### src/sv/cau_pkg.sv
// Shared types, constants and the saturating narrow function for the complex arithmetic unit.
// Used by cau_front, cau_queue, cau_div, cau_back and complex_arith_unit_core.
package cau_pkg;

    localparam int DATA_W   = 32;
    localparam int FRAC_W   = 16;
    localparam int PROD_W   = 2 * DATA_W;
    localparam int SUM_W    = PROD_W + 1;
    localparam int DIV_ITER = DATA_W;
    localparam int DIV_LAT  = DIV_ITER + 2;
    localparam int REM_W    = PROD_W + DATA_W;

    typedef logic signed [DATA_W-1:0] data_t;

    localparam data_t DATA_MAX = {1'b0, {(DATA_W-1){1'b1}}};
    localparam data_t DATA_MIN = {1'b1, {(DATA_W-1){1'b0}}};

    typedef enum logic [1:0] {
        KIND_ADD = 2'd0,
        KIND_SUB = 2'd1,
        KIND_MUL = 2'd2,
        KIND_DIV = 2'd3
    } kind_t;

    typedef enum logic [1:0] {
        STATUS_OK       = 2'd0,
        STATUS_SAT      = 2'd1,
        STATUS_DIV_ZERO = 2'd2
    } status_t;

    typedef struct packed {
        kind_t kind;
        logic  div_zero;
        data_t a_re;
        data_t a_im;
        data_t b_re;
        data_t b_im;
    } item_t;

    typedef struct packed {
        data_t val;
        logic  sat;
    } narrow_t;

    // Saturate a wide signed value to the data width.
    function automatic narrow_t narrow(input logic signed [SUM_W-1:0] v);
        narrow_t r;
        logic    fits;
        fits  = (&v[SUM_W-1:DATA_W-1]) | ~(|v[SUM_W-1:DATA_W-1]);
        r.sat = ~fits;
        r.val = fits ? v[DATA_W-1:0] : (v[SUM_W-1] ? DATA_MIN : DATA_MAX);
        return r;
    endfunction

endpackage

### src/sv/cau_queue.sv
// Two-entry queue that decouples the input stage from the arithmetic pipeline.
// Depends on cau_pkg.
module cau_queue (
    input  logic           aclk,
    input  logic           aresetn,
    input  logic           in_valid,
    output logic           in_ready,
    input  cau_pkg::item_t in_item,
    output logic           out_valid,
    input  logic           out_ready,
    output cau_pkg::item_t out_item
);

    cau_pkg::item_t entry_reg [2];
    logic           wr_ptr_reg, wr_ptr_next;
    logic           rd_ptr_reg, rd_ptr_next;
    logic [1:0]     count_reg, count_next;
    logic           push, pop;

    assign in_ready  = (count_reg != 2'd2);
    assign out_valid = (count_reg != 2'd0);
    assign out_item  = entry_reg[rd_ptr_reg];
    assign push      = in_valid & in_ready;
    assign pop       = out_valid & out_ready;

    always_comb begin
        wr_ptr_next = push ? ~wr_ptr_reg : wr_ptr_reg;
        rd_ptr_next = pop ? ~rd_ptr_reg : rd_ptr_reg;
        count_next  = count_reg + {1'b0, push} - {1'b0, pop};
    end

    always_ff @(posedge aclk) begin
        if (!aresetn) begin
            wr_ptr_reg <= 1'b0;
            rd_ptr_reg <= 1'b0;
            count_reg  <= 2'd0;
        end else begin
            wr_ptr_reg <= wr_ptr_next;
            rd_ptr_reg <= rd_ptr_next;
            count_reg  <= count_next;
        end
    end

    always_ff @(posedge aclk) begin
        if (push) begin
            entry_reg[wr_ptr_reg] <= in_item;
        end
    end

endmodule

### config.mk
export PLATFORM = sky130hd
export DESIGN_NAME = cau_queue
export DESIGN_NICKNAME = d
export VERILOG_FILES = /design/src/sv/cau_pkg.sv /design/src/sv/cau_queue.sv
export SDC_FILE = /design/constraint.sdc
export NUM_CORES = 1
export LEC_CHECK = 0
export BUFFER_PORTS_ARGS = -buffer_cell sky130_fd_sc_hd__buf_2
export CAP_MARGIN = 30
export CELL_PAD_IN_SITES_DETAIL_PLACEMENT = 1
export CELL_PAD_IN_SITES_GLOBAL_PLACEMENT = 1
export CORE_ASPECT_RATIO = 1.4
export CORE_MARGIN = 2
export CORE_UTILIZATION = 45
export DETAILED_ROUTE_END_ITERATION = 10
export GPL_TIMING_DRIVEN = 0
export HOLD_SLACK_MARGIN = 0.03
export PLACE_DENSITY = 0.81
export SYNTH_ARGS = -nofsm -noshare
export SYNTH_HDL_FRONTEND = slang
export SYNTH_SLANG_ARGS = --single-unit
### constraint.sdc
create_clock -name aclk -period 9.5 [get_ports aclk]
set_input_delay 1.9 -clock aclk [delete_from_list [all_inputs] [get_ports aclk]]
set_output_delay 1.9 -clock aclk [all_outputs]
set_load 0.005 [all_outputs]
# Yosys cells after proc, flatten, opt, wreduce, memory -nomap -nowiden
# Memories as Yosys holds them, arrays and structs flattened. A register that Yosys moved wholly into a read port is not among the register bits.
# Index checks and enable logic that the tools add are counted.
word_totals:
  regBits: 4
  wordCells: 16
  n_memories: 1
  out_inout_bits: 133
  ram_bits: 262
mem_list:
  columns: ["name", "depth", "word_bits", "read_ports", "rd_ports_with_merged_regs", "wr", "line", "rtl"]
  rows:
  - ["entry_reg", 2, 131, 1, 1, 1, "cau_queue.sv:14", "cau_pkg::item_t entry_reg [2];"]
op_classes:
  n_bitwise: 4
  addsub: 2
  n_reduce_logical: 1
  muxes: 4
  n_eq_ne: 1
op_table:
  columns: ["operator", "n"]
  rows:
  - ["1-bit 2-to-1 mux", 4]
  - ["2-bit by 1-bit adder with 2-bit output", 1]
  - ["1-bit bitwise AND", 2]
  - ["2-bit inequality test (second input constant)", 1]
  - ["1-bit inverter", 2]
  - ["2-bit nonzero test", 1]
  - ["2-bit by 1-bit subtractor with 2-bit output", 1]

# Logic depth before layout (Yosys ltp)
# Gate-level depths: netlist of run 1.
logic_depth:
  ltp_word: 4
  mapped_depth: 8
  ltp_nobuf: 8

# Least setup slack after synthesis of run 1
# No wires, ideal clock.
synth_path:
  kind: "input to register"
  startpoint: "input port in_valid"
  endpoint: "memory entry_reg[0][0] in the netlist's numbering (enable)"
  stages: 2
  path_slack_ns: 1.441
  t_arrival_ns: 7.436
  required_time_ns: 8.877
  cell_sequence: "nand2_1 nor2_1"
synth_via:
  elab_chain_cells: 3
synth_lines:
  columns: ["element", "line", "rtl"]
  rows:
  - ["from (decl)", "cau_queue.sv:6", "input logic in_valid,"]
  - ["1-bit bitwise AND", "cau_queue.sv:23", "assign push = in_valid & in_ready;"]
  - ["1-bit 2-to-1 mux", "cau_queue.sv:45", "if (push) begin"]
  - ["1-bit 2-to-1 mux (not written as such)", "cau_queue.sv:46", "entry_reg[wr_ptr_reg] <= in_item;"]
  - ["to (decl)", "cau_queue.sv:14", null]
# No other way between the ends.

==> results_dict.tcl, run 1 <==
set metrics [dict create \
    ys_seq_area_share_pct 79.2 \
    synthFlopType "edfxtp_1" \
    largest_reg_flops 262 \
    synthCells 432 \
    synthTopCellsByArea "edfxtp_1 78%, mux2_4 13%, mux2_2 4.6%" \
    fin_crit_sh_pct 38.8 \
    grt_max_degree 52 \
    yosys-mux-area-fraction_pct 18.1 \
    status "finished clean" \
    multi_input_area_sq_um 1960 \
    syn-cell-area_sq_um 10100 \
    nNetsFinal 869 \
    vias 5054 \
    vias_per_cell 4.84 \
    grt_pass1_vias 5738 \
    drt_iter0_markers 245 \
    grt.met1_usage_pct 18.5 \
    ir_worst_vdd_v 0.000192 \
    max_freq_mhz 271 \
    start_util_pct 45.9 \
    fp.dieW_microns 130 \
    overflow 0 \
    grt-busiest-layer "met2" \
    cp_max_fo 10 \
    drtAntennaViolNets 0 \
    antenna_found_initial 3 \
    ys_ff_latch 267 \
    p_sw_mw 0.818 \
    cts_tree "yes" \
    drc 0 \
    hp-class "reg -> reg" \
    synth_top_family_by_area "multiplexers" \
    path_common_cell "buf_6" \
    yosys.cell_count.top_type "edfxtp_1" \
    p_seq_share_pct 46.1 \
    core_area_sq_um 21900 \
    hpwlAfterDp_mm 15.2 \
    rows 64 \
    ys_warn_count 0 \
    cts_setup_buffers 0 \
    ctsResizeCount 0 \
    p_int_mw 2.49 \
    gr-usage-met3_pct 5.15 \
    clockRootBuffer "clkbuf_16" \
    gr-usage-met2_pct 32.9 \
    synth_area_leader_cell "edfxtp_1" \
    clockBufferDepth 3 \
    finalSetupViolCount 0 \
    grt_use_total_pct 17.6 \
    numCtsBuffers 26 \
    rsz0062_at_grt "no" \
    relSlewSlack_pct 35.3 \
    wl_per_cell_microns 20.2 \
    synthAdderAreaFrac_pct 0.249 \
    fin_area_sq_um 12700 \
    postPlaceCellArea_sq_um 11900 \
    syn_nets 569 \
    fin_ws_ns 5.81 \
    ctsHtreeMaxLevel 1 \
    die_h_microns 181 \
    async_flop_share_pct 0 \
    report.final.hold_viol_count 0 \
    area.sequential_sq_um 7970 \
    pre_cts_ws_ns 5.91 \
    power_frac_clock_pct 29.3 \
    synthTopCellsByCount "262 x edfxtp_1, 90 x mux2_4, 41 x mux2_2" \
    fin_crit_ns 3.69 \
    end_kind "output pin" \
    slew_viol_final 0 \
    wirelength_mm 21.1 \
    critical_path_arrival_ns 1.79 \
    ioPinCount 268 \
    synth-simple-area-share_pct 0.609 \
    clk_pin_slew_ns 0.06 \
    swShare_pct 24.8 \
    die_area_sq_um 23600 \
    synth_edf_count 262 \
    synth_xor_area_share_pct 0.261 \
    fill_cells 2036 \
    cts_hold_buffers 0 \
    path_cells "buf_6 -> buf_8 -> buf_6 -> mux2_4 -> buf_2" \
    ys_types 19 \
    io_buffers 267 \
    drv_cap 0 \
    critPathKind "reg -> out" \
    worstMarginPinSlew_ns 0.967 \
    numClockSinks 267 \
    startpoint_type "register" \
    combPwrFrac_pct 24.7 \
    clock_skew_ns 0.0105 \
    dr.pass1.iters 4 \
    gp_congestion 0.762 \
    yosys.area.top_type_share_pct 78.2 \
    synth_compound_area_share_pct 0.0746 \
    drive_above_1_share_pct 60.7 \
    slowest_delay_ns 0.32 \
    syn_avg_cell_area_sq_um 23.3 \
    clkLatencyLatePin_ns 0.52 \
    syn_to_final_growth_pct 26.1 \
    powerDensity_nw_per_um2 260 \
    leakage_nw 4.91 \
    required_ns 7.60 \
    utilization_pct 57.8 \
    grt_pass1_wl_mm 31.5 \
    slowest_stage "dfxtp_1" \
]
==> final timing paths <==
path / end / slack, ns / startpoint / cells past startpoint
worst min-delay path: wr_ptr_reg / 0.55 / wr_ptr_reg / 2
worst min register to register: wr_ptr_reg / 0.55 / wr_ptr_reg / 2
worst max-delay path: out_item[41] / 5.81 / register / 5
worst max register to register: entry_reg[0][57] / 7.37 / count_reg[0] / 4
==> per-stage QoR <==
| stage | hold WS [ns] | TNS (ns) | power [mW] | instances |
|---|---|---|---|---|
| 2_1_floorplan | 0.455 | 0 | 2.06 | 432 |
| 3_3_place_gp | 0.468 | -140.91 | 2.35 | 996 |
| 3_5_place_dp | 0.548 | 0 | 2.38 | 1001 |
| 4_1_cts | 0.559 | 0 | 3.35 | 1043 |
| 5_1_grt | 0.592 | 0 | 3.45 | 1044 |
| 6_report | 0.549 | 0 | 3.30 | 1045 |
==> layout by cell type, fill, tap and decap left out <==
cell and count:
nand2_1 2, edfxtp_1 262, buf_12 4, clkbuf_1 7, and3_4 1, mux2i_1 1
and2_1 2, ha_1 2, clkinvlp_4 1, dfxtp_1 5, buf_2 271, o21a_1 1
clkbuf_16 27, nor2_4 1, mux2_4 90, clkinv_1 3, buf_16 1, diode_2 2
or2_2 1, nand2b_1 2, clkinv_2 2, buf_8 1, xnor2_1 3, mux2_2 41
nor2b_1 2, bufinv_16 2, inv_1 1, buf_6 10
==> power groups by stage <==
stage	Sequential, mW	Clock, mW	Combinational, mW
2_1_floorplan	1.56	0	0.499
3_3_place_gp	1.58	0	0.772
3_5_place_dp	1.55	0	0.829
4_1_cts	1.52	0.993	0.834
5_1_grt	1.53	1.04	0.883
6_report	1.52	0.966	0.816
==> kinds of logic after synthesis <==
group | count (synthesis)
adders and majority gates | 2
buffers and inverters | 16
AOI/OAI and AO/OA | 1
and+or+nand+nor | 11
muxes | 132
xor gates and xnor gates | 3
DFF | 267
==> worst max-delay path: cells and delay by family, from the launching register on <==
| kind | cells | cell delay, ns |
|---|---|---|
| buf+inv | 4 | 0.63 |
| flops | 1 | 0.32 |
| mux | 1 | 0.31 |
==> routing by layer <==
metal	routed length, microns	share of wire [%]
met1	7240	34
met2	11700	55
met3	1610	7.6
met4	577	2.7
met5	13	0.062
==> area by class of cell <==
cell class	count	area share (%)
multi-input cells	149	15.4
flip-flops and latches	267	62.8
repair buffers	272	11.4
diodes	2	0.0395
clock inverters	8	0.700
plain buffers	15	1.16
inverters	1	0.0296
clock buffers	34	5.53
well taps	297	2.93
Note: power is estimated with default switching activity, not from simulation.
==> run 2, diff against run 1 <==
Settings changed: ABC_AREA from default to 1, CORE_UTILIZATION 45 to 44, PLACE_DENSITY 0.81 to 0.8.
Clock period 9.5 ns to 3.7 ns, I/O delays scaled along.
==> results_dict.tcl, run 2 <==
set metrics [dict create \
    status "finished clean" \
    numClockSinks 267 \
    cp_max_fo 10 \
    clkLatencyLatePin_ns 0.52 \
    yosys-mux-area-fraction_pct 18.0 \
    wl_met1_mm 7.35 \
    synthTopCellsByArea "edfxtp_1 78%, mux2_4 13%, mux2_2 4.6%" \
    vias 5158 \
    grt_max_degree 44 \
    synth_area_leader_cell "edfxtp_1" \
    critPathKind "reg -> out" \
    crit-reg2reg-launch "count_reg[0]" \
    overflow 0 \
    syn-cell-area_sq_um 10100 \
    synthTopCellsByCount "262 x edfxtp_1, 90 x mux2_4, 41 x mux2_2" \
    synth_xor_area_share_pct 0 \
    rsz0062_at_grt "no" \
    worst-r2r-setup-slack_ns 1.58 \
    largest_reg_flops 262 \
    ys_ff_latch 267 \
    cts_hold_buffers 0 \
    hp-class "in -> reg" \
    yosys.area.top_type_share_pct 78.1 \
    drt_iter0_markers 268 \
    ys_seq_area_share_pct 79.1 \
    clock_skew_ns 0.0101 \
    synthCells 444 \
    synth_compound_area_share_pct 0.0994 \
    fin_crit_sh_pct 69.1 \
    final_common_cell "buf_2" \
    worstHoldPathCells 1 \
    rr_endpoint "entry_reg[0][114]" \
    start_util_pct 44.7 \
    ctsResizeCount 0 \
    layout_common_cells "271 x buf_2, 262 x edfxtp_1, 90 x mux2_4" \
    synthFlopType "edfxtp_1" \
    wirelength_mm 21.3 \
    relSlewSlack_pct 50.5 \
    die_h_microns 183 \
    multi_input_area_sq_um 1930 \
    swShare_pct 25.2 \
    max_freq_mhz 391 \
    synth-simple-area-share_pct 0.783 \
    postPlaceCellArea_sq_um 11900 \
    ys_warn_count 0 \
    startpoint_type "register" \
    fin_cells 1069 \
    dp_cells 1019 \
    wl_per_cell_microns 19.9 \
    dr_wl_met3_mm 1.44 \
    numCtsBuffers 26 \
    synthAdderAreaFrac_pct 0.249 \
    hpwlAfterDp_mm 15.3 \
    syn_to_final_growth_pct 26.4 \
    synth_top_family_by_area "multiplexers" \
    end_kind "output pin" \
    cts_setup_buffers 0 \
    fin_area_sq_um 12700 \
    dr.pass1.iters 4 \
    grt_pass1_vias 5861 \
    antenna_found_initial 4 \
    power_frac_clock_pct 28.9 \
    fp.dieW_microns 132 \
    yosys.cell_count.top_type "edfxtp_1" \
    critical_path_arrival_ns 1.82 \
    synth_edf_count 262 \
    rows 65 \
    die_area_sq_um 24100 \
    gp_congestion 0.748 \
    reg2reg_depth 6 \
    core_area_sq_um 22500 \
    utilization_pct 56.5 \
    grt_pass1_wl_mm 32.3 \
    required_ns 2.96 \
    slew_viol_final 0 \
    drive_above_1_share_pct 59.6 \
    drv_cap 0 \
    grt_use_total_pct 17.3 \
    syn_avg_cell_area_sq_um 22.7 \
    drc 0 \
    p_sw_mw 2.13 \
    holdWs_ns 0.408 \
    ctsHtreeMaxLevel 1 \
    drtAntennaViolNets 0 \
    clockBufferDepth 3 \
    io_buffers 267 \
    ir_worst_vdd_v 0.000455 \
    worstMarginPinSlew_ns 0.741 \
    vias_per_cell 4.83 \
    clockRootBuffer "clkbuf_16" \
    finalSetupViolCount 0 \
    p_seq_share_pct 46.7 \
    fin_crit_ns 2.56 \
    syn_nets 581 \
    cp-endpoint "out_item[89]" \
    ys_types 13 \
    report.final.hold_viol_count 0 \
    p_int_mw 6.31 \
    leakage_nw 4.95 \
    async_flop_share_pct 0 \
    fill_cells 2109 \
    cts_tree "yes" \
    nNetsFinal 883 \
    combPwrFrac_pct 24.4 \
    powerDensity_nw_per_um2 663 \
    wl_met2_mm 11.9 \
    area.sequential_sq_um 7970 \
    total_power_mw 8.44 \
    topRoutingLayerUsed "met5" \
    ioPinCount 268 \
    clk_pin_slew_ns 0.06 \
]
[run 2: worst max-delay path, stage by stage (launching register included)]
cell and delay, ns:
dfxtp_1 0.32, buf_6 0.12, buf_8 0.18, buf_6 0.21, mux2_4 0.31, buf_2 0.14
[run 2: final cells by class]
| class | count | area share (%) |
|---|---|---|
| Timing Repair Buffer | 274 | 11.6 |
| Inverter | 7 | 0.236 |
| Antenna cell | 4 | 0.0786 |
| Tap cell | 301 | 2.96 |
| Buffer | 15 | 1.16 |
| Multi-Input combinational cell | 155 | 15.2 |
| Sequential cell | 267 | 62.6 |
| Clock inverter | 13 | 0.678 |
| Clock buffer | 33 | 5.49 |
[run 2: power groups by stage]
stage	registers [mW]	logic [mW]	clock network, mW
CTS	3.95	2.11	2.51
global placement	4.02	1.94	0
detailed placement	4.01	2.09	0
global route	3.98	2.22	2.60
floorplan	3.99	1.24	0
finish	3.94	2.06	2.44
[run 2: logic make-up after synthesis]
logic type / after synthesis
simple gates: 20
buf+inv: 22
compound gates: 2
flops: 267
fa+ha+maj: 2
mux: 131
[run 2: worst min path at each step]
stage / from / endpoint / slack, ns
final: in_item[46] / entry_reg[1][46] / 0.41
after global routing: in_item[46] / entry_reg[1][46] / 0.38
after CTS: in_item[46] / entry_reg[1][46] / 0.38
after detailed placement: rd_ptr_reg / register / 0.51
after global placement: rd_ptr_reg / rd_ptr_reg / 0.49
after floorplan: rd_ptr_reg / register / 0.47
[run 2: through the flow]
| stage | setup TNS, ns | setup WS (ns) |
|---|---|---|
| floorplan | 0 | 0.500 |
| global placement | -144.95 | -0.617 |
| detailed placement | 0 | 1.27 |
| CTS | 0 | 1.10 |
| global route | 0 | 1.07 |
| finish | 0 | 1.14 |
[run 2: layer usage]
layer,track usage (%),vias to the layer above
met5,0,-
met4,5.61,2
met3,4.78,40
met2,33.4,196
met1,18.0,2565
li1,-,2355
