<file path="src/sv/cau_pkg.sv">
// Shared types, constants and the saturating narrow function for the complex arithmetic unit.
// Used by cau_front, cau_queue, cau_div, cau_back and complex_arith_unit_core.
package cau_pkg;

    localparam int DATA_W   = 32;
    localparam int FRAC_W   = 16;
    localparam int PROD_W   = 2 * DATA_W;
    localparam int SUM_W    = PROD_W + 1;
    localparam int DIV_ITER = DATA_W;
    localparam int DIV_LAT  = DIV_ITER + 2;
    localparam int REM_W    = PROD_W + DATA_W;

    typedef logic signed [DATA_W-1:0] data_t;

    localparam data_t DATA_MAX = {1'b0, {(DATA_W-1){1'b1}}};
    localparam data_t DATA_MIN = {1'b1, {(DATA_W-1){1'b0}}};

    typedef enum logic [1:0] {
        KIND_ADD = 2'd0,
        KIND_SUB = 2'd1,
        KIND_MUL = 2'd2,
        KIND_DIV = 2'd3
    } kind_t;

    typedef enum logic [1:0] {
        STATUS_OK       = 2'd0,
        STATUS_SAT      = 2'd1,
        STATUS_DIV_ZERO = 2'd2
    } status_t;

    typedef struct packed {
        kind_t kind;
        logic  div_zero;
        data_t a_re;
        data_t a_im;
        data_t b_re;
        data_t b_im;
    } item_t;

    typedef struct packed {
        data_t val;
        logic  sat;
    } narrow_t;

    // Saturate a wide signed value to the data width.
    function automatic narrow_t narrow(input logic signed [SUM_W-1:0] v);
        narrow_t r;
        logic    fits;
        fits  = (&v[SUM_W-1:DATA_W-1]) | ~(|v[SUM_W-1:DATA_W-1]);
        r.sat = ~fits;
        r.val = fits ? v[DATA_W-1:0] : (v[SUM_W-1] ? DATA_MIN : DATA_MAX);
        return r;
    endfunction

endpackage

</file>
<file path="src/sv/cau_front.sv">
// Input stage: takes stream transactions, unpacks operands and flags zero divisors.
// Depends on cau_pkg.
module cau_front (
    input  logic                  aclk,
    input  logic                  aresetn,
    input  logic                  s_tvalid,
    output logic                  s_tready,
    input  logic [127:0]          s_tdata,   // a_re, a_im, b_re, b_im
    input  logic [1:0]            s_tuser,   // kind
    output logic                  out_valid,
    input  logic                  out_ready,
    output cau_pkg::item_t        out_item
);

    logic           vld_reg, vld_next;
    cau_pkg::item_t item_reg;
    cau_pkg::item_t item_next;

    assign s_tready = ~vld_reg | out_ready;

    always_comb begin
        item_next.kind     = cau_pkg::kind_t'(s_tuser);
        item_next.a_re     = s_tdata[31:0];
        item_next.a_im     = s_tdata[63:32];
        item_next.b_re     = s_tdata[95:64];
        item_next.b_im     = s_tdata[127:96];
        item_next.div_zero = (item_next.kind == cau_pkg::KIND_DIV)
                             && (item_next.b_re == '0) && (item_next.b_im == '0);
    end

    always_comb begin
        vld_next = vld_reg;
        if (s_tready) begin
            vld_next = s_tvalid;
        end
    end

    always_ff @(posedge aclk) begin
        if (!aresetn) begin
            vld_reg <= 1'b0;
        end else begin
            vld_reg <= vld_next;
        end
    end

    always_ff @(posedge aclk) begin
        if (s_tvalid && s_tready) begin
            item_reg <= item_next;
        end
    end

    assign out_valid = vld_reg;
    assign out_item  = item_reg;

endmodule

</file>
<file path="config.mk">
export PLATFORM = sky130hd
export DESIGN_NAME = cau_front
export DESIGN_NICKNAME = d
export VERILOG_FILES = /design/src/sv/cau_pkg.sv /design/src/sv/cau_front.sv
export SDC_FILE = /design/constraint.sdc
export NUM_CORES = 1
export LEC_CHECK = 0
export BUFFER_PORTS_ARGS = -buffer_cell sky130_fd_sc_hd__buf_2
export CELL_PAD_IN_SITES_DETAIL_PLACEMENT = 2
export CELL_PAD_IN_SITES_GLOBAL_PLACEMENT = 2
export CORE_UTILIZATION = 29
export CTS_CLUSTER_DIAMETER = 150
export DETAILED_ROUTE_END_ITERATION = 10
export PLACE_DENSITY = 0.81
export SYNTH_ARGS = -nofsm -noshare
export SYNTH_HDL_FRONTEND = slang
export SYNTH_SLANG_ARGS = --single-unit
</file>
<file path="constraint.sdc">
create_clock -name aclk -period 11.25 [get_ports aclk]
set_input_delay 1.125 -clock aclk [delete_from_list [all_inputs] [get_ports aclk]]
set_output_delay 1.125 -clock aclk [all_outputs]
set_load 0.05 [all_outputs]
</file>
== Yosys cells after proc, flatten, opt, wreduce, memory -nomap -nowiden ==
Index checks and enable logic that the tools add are counted.

* Add/subtract/negate cells: 0
* Multiply operators: 0
* Divide/modulo/power cells: 0
* $lt $le $gt $ge: 0
* Equality and inequality tests: 1
* Shifts and indexed selects: 0
* Muxes and demuxes: 0
* Bitwise operators: 2
* Reductions and logical operators: 5

{| class="wikitable"
|+ Operators with widths
! kind !! number
|-
| zero test 32 bit || 2
|-
| logical AND 1 bit || 3
|-
| == test 2 bit, second input constant || 1
|-
| NOT 1 bit || 1
|-
| OR 1 bit || 1
|}

* Register bits: 132
* Bits in latches: 0
* Memory bits (writable): 0
* ROM bits: 0
* Input bits: 134
* Output and inout bits: 133
* Logic and storage cells: 15
* Memories: 0

== Logic depth before layout (Yosys ltp) ==
Gate-level depths: netlist (run 1).

* Depth in word-level cells: 3
* Mapped depth: 4
* Mapped depth without buffers: 4

== Least setup slack after synthesis (run 1) ==
OpenSTA, ideal clock, no wires.

* Path type: in2reg
* Start point: in out_ready
* End point: reg item_reg (netlist bit out_item[0]) (enable)
* Setup time: 0.505 ns
* Data arrival time: 4.666 ns
* Data required time: 10.745 ns
* Setup slack: 6.079 ns
* Stages: 2
* Buffers on the path: 0
* Cells stage by stage: nand2b_1 > and2_1

* Word-level cells in the longest chain between the ends: 2

{| class="wikitable"
|+ RTL lines
! element !! RTL line !! source
|-
| start, declared || cau_front.sv:11 || <nowiki>input logic out_ready,</nowiki>
|-
| OR 1 bit || cau_front.sv:19 || <nowiki>assign s_tready = ~vld_reg | out_ready;</nowiki>
|-
| logical AND 1 bit || cau_front.sv:47 || <nowiki>if (s_tvalid && s_tready) begin</nowiki>
|-
| end signal, assigned || cau_front.sv:48 || <nowiki>item_reg <= item_next;</nowiki>
|-
| end, declared || cau_front.sv:16 || <nowiki>cau_pkg::item_t item_reg;</nowiki>
|}

No other way between the ends.
A chain may end at the register's enable or synchronous reset.

== Final worst setup path (run 1) ==
* Start point: in out_ready
* End point: reg item_reg (netlist bit out_item[25]) (enable)

Same word-level chain as after synthesis.

==> flow_summary.yaml, run 1 <==
placed_design:
  dpl_cell_area_sq_um: 5700
  placedCellCount: 606
  place_congestion: 0.724
  dp_hpwl_um: 9460
  port_buffers: 266
yosys:
  ys_types: 13
  synth-seq-area-share_pct: 95.7
  synthesis.instances: 159
  synth_top_area_share_pct: 95.2
  synth_ff_type: "edfxtp_1"
  synth.top_cells.by_count: "edfxtp_1, nor4_1, nand3_1, nand4_1, nor4b_1"
  syn-num-nets: 293
  synthArstFlopShare_pct: 0
  ys.warnings.count: 0
  synthTopCellsByArea: "edfxtp_1, nor4_1, dfxtp_1"
  yosys.area.top_type: "edfxtp_1"
  syn_avg_cell_area_sq_um: 26.0
  ys_seq_elements: 132
  synth-edff-count: 131
  yosysMostFrequentCell: "edfxtp_1"
  synth_area_sq_um: 4130
clocking:
  clk_pin_slew_ns: 0.05
  ctsResizeCount: 0
  cts_setup_buffers: 0
  cts_max_path_buffers: 2
  cts_buffers: 17
  cts_max_level: 4
  clkLatencyLatePin_ns: 0.41
  hold_buffers: 0
  cts_root_buf: "clkbuf_16"
  clock-sinks: 132
  tritoncts: "yes"
global_route:
  grt_pass1_wl_um: 17300
  grt_pass1_vias: 3036
  grt_max_degree: 74
  grt_overflow_total: 0
  antenna_found_initial: 1
  grt_usage_pct: 16.7
routing:
  wirelength_um: 12200
  vias: 2740
  first_pass_iters: 4
  final_antenna_net_count: 0
  drcViolationCount: 0
  first_iter_violations: 130
  vias_per_cell: 4.29
  wl_per_cell_um: 19.1
timing:
  hold_viol: 0
  slew_viol_final: 0
  worst_pin_slew_ns: 0.911
  setup-violations-final: 0
  period_share_pct: 25.5
  fin_skew_ns: 0.00872
  rsz0062_at_grt: "false"
  max-slew-margin-rel_pct: 39.3
  post-route-min-period_ns: 2.86
  setup_tns_ns: 0
  max_freq_ghz: 0.349
floorplanning:
  die_h_um: 121
  die_w_um: 121
  pin_count: 267
  fp-row-count: 43
  dieArea_sq_um: 14700
  start_util_pct: 29.8
  coreArea_sq_um: 13900
finish:
  multi_input_area_sq_um: 175
  final_nets: 579
  n_antenna_cell: 0
  seq_area_sq_um: 3950
  stdcell_count: 638
  syn2layout_area_growth_pct: 52.1
  fillCellCount: 1370
  final_cell_area_sq_um: 6280
  drive_above_1_share_pct: 65.7
power_and_ir_drop:
  irDropWorstVdd_v: 0.000118
  p_sw_share_pct: 27.2
  combPwrFrac_pct: 13.0
  pwr-share-seq_pct: 45.3
  p_sw_w: 0.000352
  clkPwrFrac_pct: 41.7
  p_per_area_nw_per_um2: 205
  leakage_nw: 2.62
  intPower_w: 0.000939
worst_setup_path:
  cp-endpoint: "out_item[25]"
  ff2ff_path_depth: 3
  worstPathArrival_ns: 2.90
  cp.required_ns: 11.28
  reg2reg_slack_ns: 8.88
  r2r_end: "out_item[25]"
  cp_max_fo: 73
  path_class: "input pin to flip-flop"
  startpoint: "out_ready"
  r2r-start: "out_valid"
  startpoint_type: "input pin"
  cp-end-kind: "flip-flop"
run:
  cap_viol_max_count: 0
worst_hold_path:
  hold_class: "flip-flop to flip-flop"
outcome:
  status: "finished clean"
-- cell families after synthesis --
family | after synthesis | share of synthesized area [%]
flops | 132 | 95.7
simple gates | 25 | 4.00
compound gates | 1 | 0.182
buf+inv | 1 | 0.0908
-- worst max-delay path: stages --
cell,delay (ns)
buf_2,0.07
nand2b_1,0.13
and2_4,0.64
buf_4,0.83
-- routing by layer --
metal	vias up	track usage [%]	share of wire [%]
met4	2	7.10	1.6
met2	164	30.3	55
li1	1240	-	-
met1	1318	15.8	33
met5	-	0	0.11
met3	16	8.18	10
-- worst min path at each step --
| stage | slack, ns | to | cells past startpoint | start |
|---|---|---|---|---|
| floorplan | 1.15 | out_valid | 2 | out_valid |
| global placement | 0.52 | out_valid | 2 | out_valid |
| detailed placement | 0.56 | out_valid | 2 | out_valid |
| CTS | 0.59 | out_valid | 2 | out_valid |
| global route | 0.62 | out_valid | 2 | out_valid |
| finish | 0.57 | out_valid | 2 | out_valid |
-- state kept, by name (all words and copies together), names as in the netlist --
signal / cells
out_item: 131
out_valid: 1
-- power groups by stage --
stage | logic (W) | clock network [W] | registers [W]
after floorplan | 0.0000106 | 0 | 0.000695
after global placement | 0.000164 | 0 | 0.000592
after detailed placement | 0.000169 | 0 | 0.000595
after CTS | 0.000170 | 0.000553 | 0.000585
after global routing | 0.000175 | 0.000571 | 0.000587
final | 0.000168 | 0.000538 | 0.000584
-- area by class of cell --
cell class,count,share of cell area (%)
sequential,132,62.9
timing repair buffer,267,21.3
multi-input combinational,26,2.79
inverter,1,0.0598
tap,180,3.59
clock inverter,15,2.53
clock buffer,17,6.77
-- metrics by stage --
stage                     hold slack, ns  total power [W]  utilization [%]  worst slack [ns]
after detailed placement           0.558         0.000764             41.0              7.92
final                              0.571          0.00129             45.2              8.39
after CTS                          0.589          0.00131             45.2              8.36
after global placement             0.518         0.000756             41.0              8.05
after floorplan                     1.15         0.000705                -              6.08
after global routing               0.618          0.00133             45.2              8.21
-- placed cells by master, fill, tap and decap left out --
master	netlist	routed
inv_1	1	1
clkbuf_16	0	17
bufinv_16	0	2
nor4_2	1	1
inv_6	0	2
and2_4	0	1
nor4_1	14	14
clkinvlp_4	0	6
dfxtp_1	1	1
nor2_1	1	1
nand2b_1	1	1
clkinv_4	0	3
a21boi_0	1	1
nand3_1	2	2
buf_2	0	266
nor4b_1	2	2
and4_1	1	1
edfxtp_1	131	131
clkinv_2	0	2
nand4_1	2	2
buf_4	0	1
Power figures use the tool's default switching activity.
==> run 2: changes to the inputs <==
--- a/config.mk
+++ b/config.mk
@@ -8,10 +8,10 @@
 export BUFFER_PORTS_ARGS = -buffer_cell sky130_fd_sc_hd__buf_2
 export CELL_PAD_IN_SITES_DETAIL_PLACEMENT = 2
 export CELL_PAD_IN_SITES_GLOBAL_PLACEMENT = 2
-export CORE_UTILIZATION = 29
+export CORE_UTILIZATION = 25
 export CTS_CLUSTER_DIAMETER = 150
 export DETAILED_ROUTE_END_ITERATION = 10
-export PLACE_DENSITY = 0.81
+export PLACE_DENSITY = 0.74
 export SYNTH_ARGS = -nofsm -noshare
 export SYNTH_HDL_FRONTEND = slang
 export SYNTH_SLANG_ARGS = --single-unit
==> constraint.sdc (replaced) <==
create_clock -name aclk -period 2.5 [get_ports aclk]
set_input_delay 0.25 -clock aclk [delete_from_list [all_inputs] [get_ports aclk]]
set_output_delay 0.25 -clock aclk [all_outputs]
set_load 0.05 [all_outputs]
==> flow_summary.yaml, run 2 (synthesized netlist as in run 1, its figures left out) <==
outcome:
  status: "finished clean"
timing:
  fin_skew_ns: 0.00700
  max-slew-margin-rel_pct: 60.8
  post-route-min-period_ns: 1.35
  setup_tns_ns: 0
  rsz0062_at_grt: "false"
  max_freq_ghz: 0.743
  period_share_pct: 53.9
  slew_viol_final: 0
  hold_viol: 0
  setup-violations-final: 0
  hold_ws_ns: 0.0194
  worst_pin_slew_ns: 0.580
placed_design:
  port_buffers: 266
  place_congestion: 0.691
  dp_hpwl_um: 9570
global_route:
  grt_usage_pct: 14.6
  antenna_found_initial: 0
  grt_max_degree: 72
  grt_pass1_vias: 3107
  grt_overflow_total: 0
  grt_pass1_wl_um: 17700
routing:
  vias_per_cell: 4.07
  wirelength_um: 12800
  first_pass_iters: 4
  first_iter_violations: 120
  wl_per_cell_um: 18.5
  final_antenna_net_count: 0
  vias: 2816
  drcViolationCount: 0
worst_setup_path:
  cp-endpoint: "out_item[128]"
  ff2ff_path_depth: 3
  worstPathArrival_ns: 1.40
  cp_max_fo: 71
  r2r-start: "out_valid"
  path_class: "flip-flop to flip-flop"
  cp-end-kind: "flip-flop"
  r2r_end: "out_item[128]"
  startpoint: "out_valid"
  cp.required_ns: 2.55
  startpoint_type: "flip-flop"
  reg2reg_slack_ns: 1.15
run:
  cap_viol_max_count: 0
finish:
  fillCellCount: 1659
  drive_above_1_share_pct: 62.8
  final_nets: 598
  syn2layout_area_growth_pct: 57.8
  n_antenna_cell: 0
  layout_commonest_cell: "buf_2"
  largest_reg_flops: 131
  layout_common_cells: "buf_2, edfxtp_1, dlygate4sd3_1"
floorplanning:
  die_w_um: 131
  pin_count: 267
  dieArea_sq_um: 17000
  die_h_um: 131
  coreArea_sq_um: 16000
  start_util_pct: 25.8
  fp-row-count: 46
worst_hold_path:
  hp-start: "s_tdata[51]"
  hold_class: "input pin to flip-flop"
clocking:
  cts_buffers: 17
  cts_max_path_buffers: 2
  clock-sinks: 132
  cts_max_level: 4
  tritoncts: "yes"
  clkLatencyLatePin_ns: 0.40
  cts_setup_buffers: 0
  clk_pin_slew_ns: 0.06
  cts_root_buf: "clkbuf_16"
power_and_ir_drop:
  leakage_nw: 2.72
  irDropWorstVdd_v: 0.000396
  p_per_area_nw_per_um2: 889
## run 2: cell type report
cell class                 count  area, sq um  area share [%]
tap                          216          270            4.15
clock inverter                13          135            2.07
sequential                   132         3950            60.7
inverter                       1         3.75          0.0576
multi-input combinational     26          175            2.69
clock buffer                  18          429            6.58
timing repair buffer         286         1550            23.8
## run 2: critical path, stage by stage (launching register included)
cell	delay, ns
dfxtp_1	0.31
nand2b_1	0.10
and2_4	0.18
buf_12	0.30
## run 2: worst min-delay path by stage
stage                        end  slack, ns  cells after the start
floorplan            out_item[0]       0.35                      0
global placement    out_item[78]       0.43                      1
detailed placement  out_item[94]       0.43                      1
CTS                 out_item[70]     0.0005                      1
global route        out_item[73]     0.0003                      1
finish              out_item[83]       0.02                      1
## run 2: what timing repair did
item                      CTS  global route
hold buffers               11             7
hold endpoints to repair   11             7
resized for setup           0             0
## run 2: per-stage QoR
step	instances	worst slack, ns	utilization [%]	total power [W]	area [sq um]
3_5_place_dp	643	0.838	36.1	0.00344	5770
5_1_grt	692	1.09	40.7	0.00600	6520
6_report	692	1.15	40.7	0.00580	6520
3_3_place_gp	643	0.875	36.1	0.00342	5770
4_1_cts	685	1.13	40.3	0.00586	6450
2_1_floorplan	159	0.0599	-	0.00316	4130
## run 2: per-layer routing
layer  up-vias  wire length (um)  track usage (%)
li1       1276                 -                -
met1      1372              4550             14.7
met2       158              6880             26.8
met3        10              1250             5.86
met4         0               132             5.48
met5         -                 0                0
## run 2: report_power, final
group	internal (W)	leakage (nW)	switching (W)	total, W
clock network	0.00146	0.277	0.000924	0.00238
registers	0.00259	1.28	0.0000339	0.00262
logic	0.000186	1.17	0.000605	0.000791
total	0.00424	2.72	0.00156	0.00580
==> run 3: changes to the inputs <==
==> constraint.sdc (replaced) <==
create_clock -name aclk -period 1.18 [get_ports aclk]
set_input_delay 0.118 -clock aclk [delete_from_list [all_inputs] [get_ports aclk]]
set_output_delay 0.118 -clock aclk [all_outputs]
set_load 0.05 [all_outputs]
==> flow_summary.yaml, run 3 (synthesized netlist as in run 1, its figures left out) <==
outcome:
  status: "complete, but fails checks"
  violations: "negative setup slack"
clocking:
  cts_max_path_buffers: 2
  clk_pin_slew_ns: 0.05
  cts_max_level: 4
  cts_buffers: 17
  cts_root_buf: "clkbuf_16"
  clkLatencyLatePin_ns: 0.42
  tritoncts: "yes"
  clock-sinks: 132
global_route:
  grt_overflow_total: 0
  grt_pass1_wl_um: 25000
  grt_usage_pct: 21.4
  grt_pass1_vias: 4057
  grt_max_degree: 35
  antenna_found_initial: 0
finish:
  fillCellCount: 1566
  stdcell_count: 825
  final_nets: 730
  syn2layout_area_growth_pct: 99.1
  drive_above_1_share_pct: 52.4
  layout_common_cells: "buf_2, dlygate4sd3_1, edfxtp_1"
  seq_area_sq_um: 3960
  largest_reg_flops: 131
  layout_commonest_cell: "buf_2"
  n_antenna_cell: 0
  multi_input_area_sq_um: 214
worst_setup_path:
  path_class: "flip-flop to flip-flop"
  cp_max_fo: 13
  crit_top_cell: "buf_12"
  crit_chain: "nand2b_4 -> and2_4 -> buf_12 -> buf_12 -> buf_16"
  critPathTopFamily: "buffers and inverters"
  crit_slowest_cell: "dfxtp_4"
  cp-end-kind: "flip-flop"
  cp.required_ns: 1.30
  worstPathArrival_ns: 1.38
  critPathBufInv: 3
  slowest_delay_ns: 0.35
  startpoint_type: "flip-flop"
power_and_ir_drop:
  leakage_nw: 3.42
  p_per_area_nw_per_um2: 1600
  irDropWorstVdd_v: 0.000999
timing:
  setup-violations-final: 134
  fin_skew_ns: 0.00715
  setup_ws_ns: -0.0755
  setup_tns_ns: -6.89
  max-slew-margin-rel_pct: 66.4
  post-route-min-period_ns: 1.26
  worst_pin_slew_ns: 0.496
  rsz0062_at_grt: "true"
  slew_viol_final: 0
  hold_viol: 0
  period_share_pct: 106
  max_freq_ghz: 0.797
routing:
  wl_met2_um: 10400
  vias: 3483
  top_layer_used: "met4"
  vias_per_cell: 4.22
  final_antenna_net_count: 0
  drcViolationCount: 0
  wirelength_um: 18600
  first_pass_iters: 4
  wl_per_cell_um: 22.6
  first_iter_violations: 81
  wl_met3_um: 1250
  wl_met1_um: 6580
floorplanning:
  die_h_um: 131
  die_w_um: 131
  coreArea_sq_um: 16000
  start_util_pct: 25.8
  pin_count: 267
  fp-row-count: 46
  dieArea_sq_um: 17000
placed_design:
  place_congestion: 0.684
  placedCellCount: 651
  port_buffers: 266
  dp_hpwl_um: 9850
run:
  cap_viol_max_count: 0
worst_hold_path:
  hold_class: "input pin to flip-flop"
[run 3: worst paths after layout]
| check | start | to | slack, ns | cells past startpoint |
|---|---|---|---|---|
| worst max-delay path | out_valid | out_item[57] | -0.08 | 5 |
| worst min-delay path | out_ready | out_valid | 0.01 | 3 |
| worst max register to register | out_valid | out_item[57] | -0.08 | 5 |
| worst min register to register | out_valid | out_valid | 0.53 | 2 |
[run 3: worst reg2reg max path: stages (launching register included)]
cell and delay [ns]:
dfxtp_4 0.35, nand2b_4 0.07, and2_4 0.18, buf_12 0.12
buf_12 0.11, buf_16 0.14
[run 3: repair_timing]
item                       in CTS  in global routing
pin swaps                       0                  1
cloned                          4                  3
setup endpoints to repair     103                172
hold buffers                  132                  0
buffers inserted                3                  0
gates resized for setup        14                 89
hold endpoints to repair      131                  0
[run 3: where the power goes]
part           switching (W)  internal (W)  total, W
registers           0.000108       0.00549   0.00560
logic                0.00144      0.000845   0.00229
clock network        0.00199       0.00328   0.00527
total                0.00354       0.00962    0.0132
[run 3: area by class of cell]
class                   instances  share of cell area (%)
well taps                     216                    3.29
multi-input cells              26                    2.60
clock buffers                  20                    5.31
clock inverters                12                    1.67
repair buffers                418                    38.9
flip-flops and latches        132                    48.1
inverters                       1                  0.0457
[run 3: metal layers]
layer	vias up	track usage, %
met5	-	0
met2	175	41.4
li1	1549	-
met1	1730	21.1
met3	29	6.60
met4	0	7.98
[run 3: through the flow]
stage	util [%]	power (W)	instance area, sq um	hold slack [ns]	setup WS [ns]
2_1_floorplan	-	0.00670	4140	0.217	-0.817
3_3_place_gp	36.6	0.00727	5860	0.294	-0.264
3_5_place_dp	36.6	0.00733	5860	0.296	-0.258
4_1_cts	49.8	0.0130	7960	0.000845	-0.0689
5_1_grt	51.4	0.0136	8220	0.0280	-0.105
6_report	51.4	0.0132	8220	0.0112	-0.0755
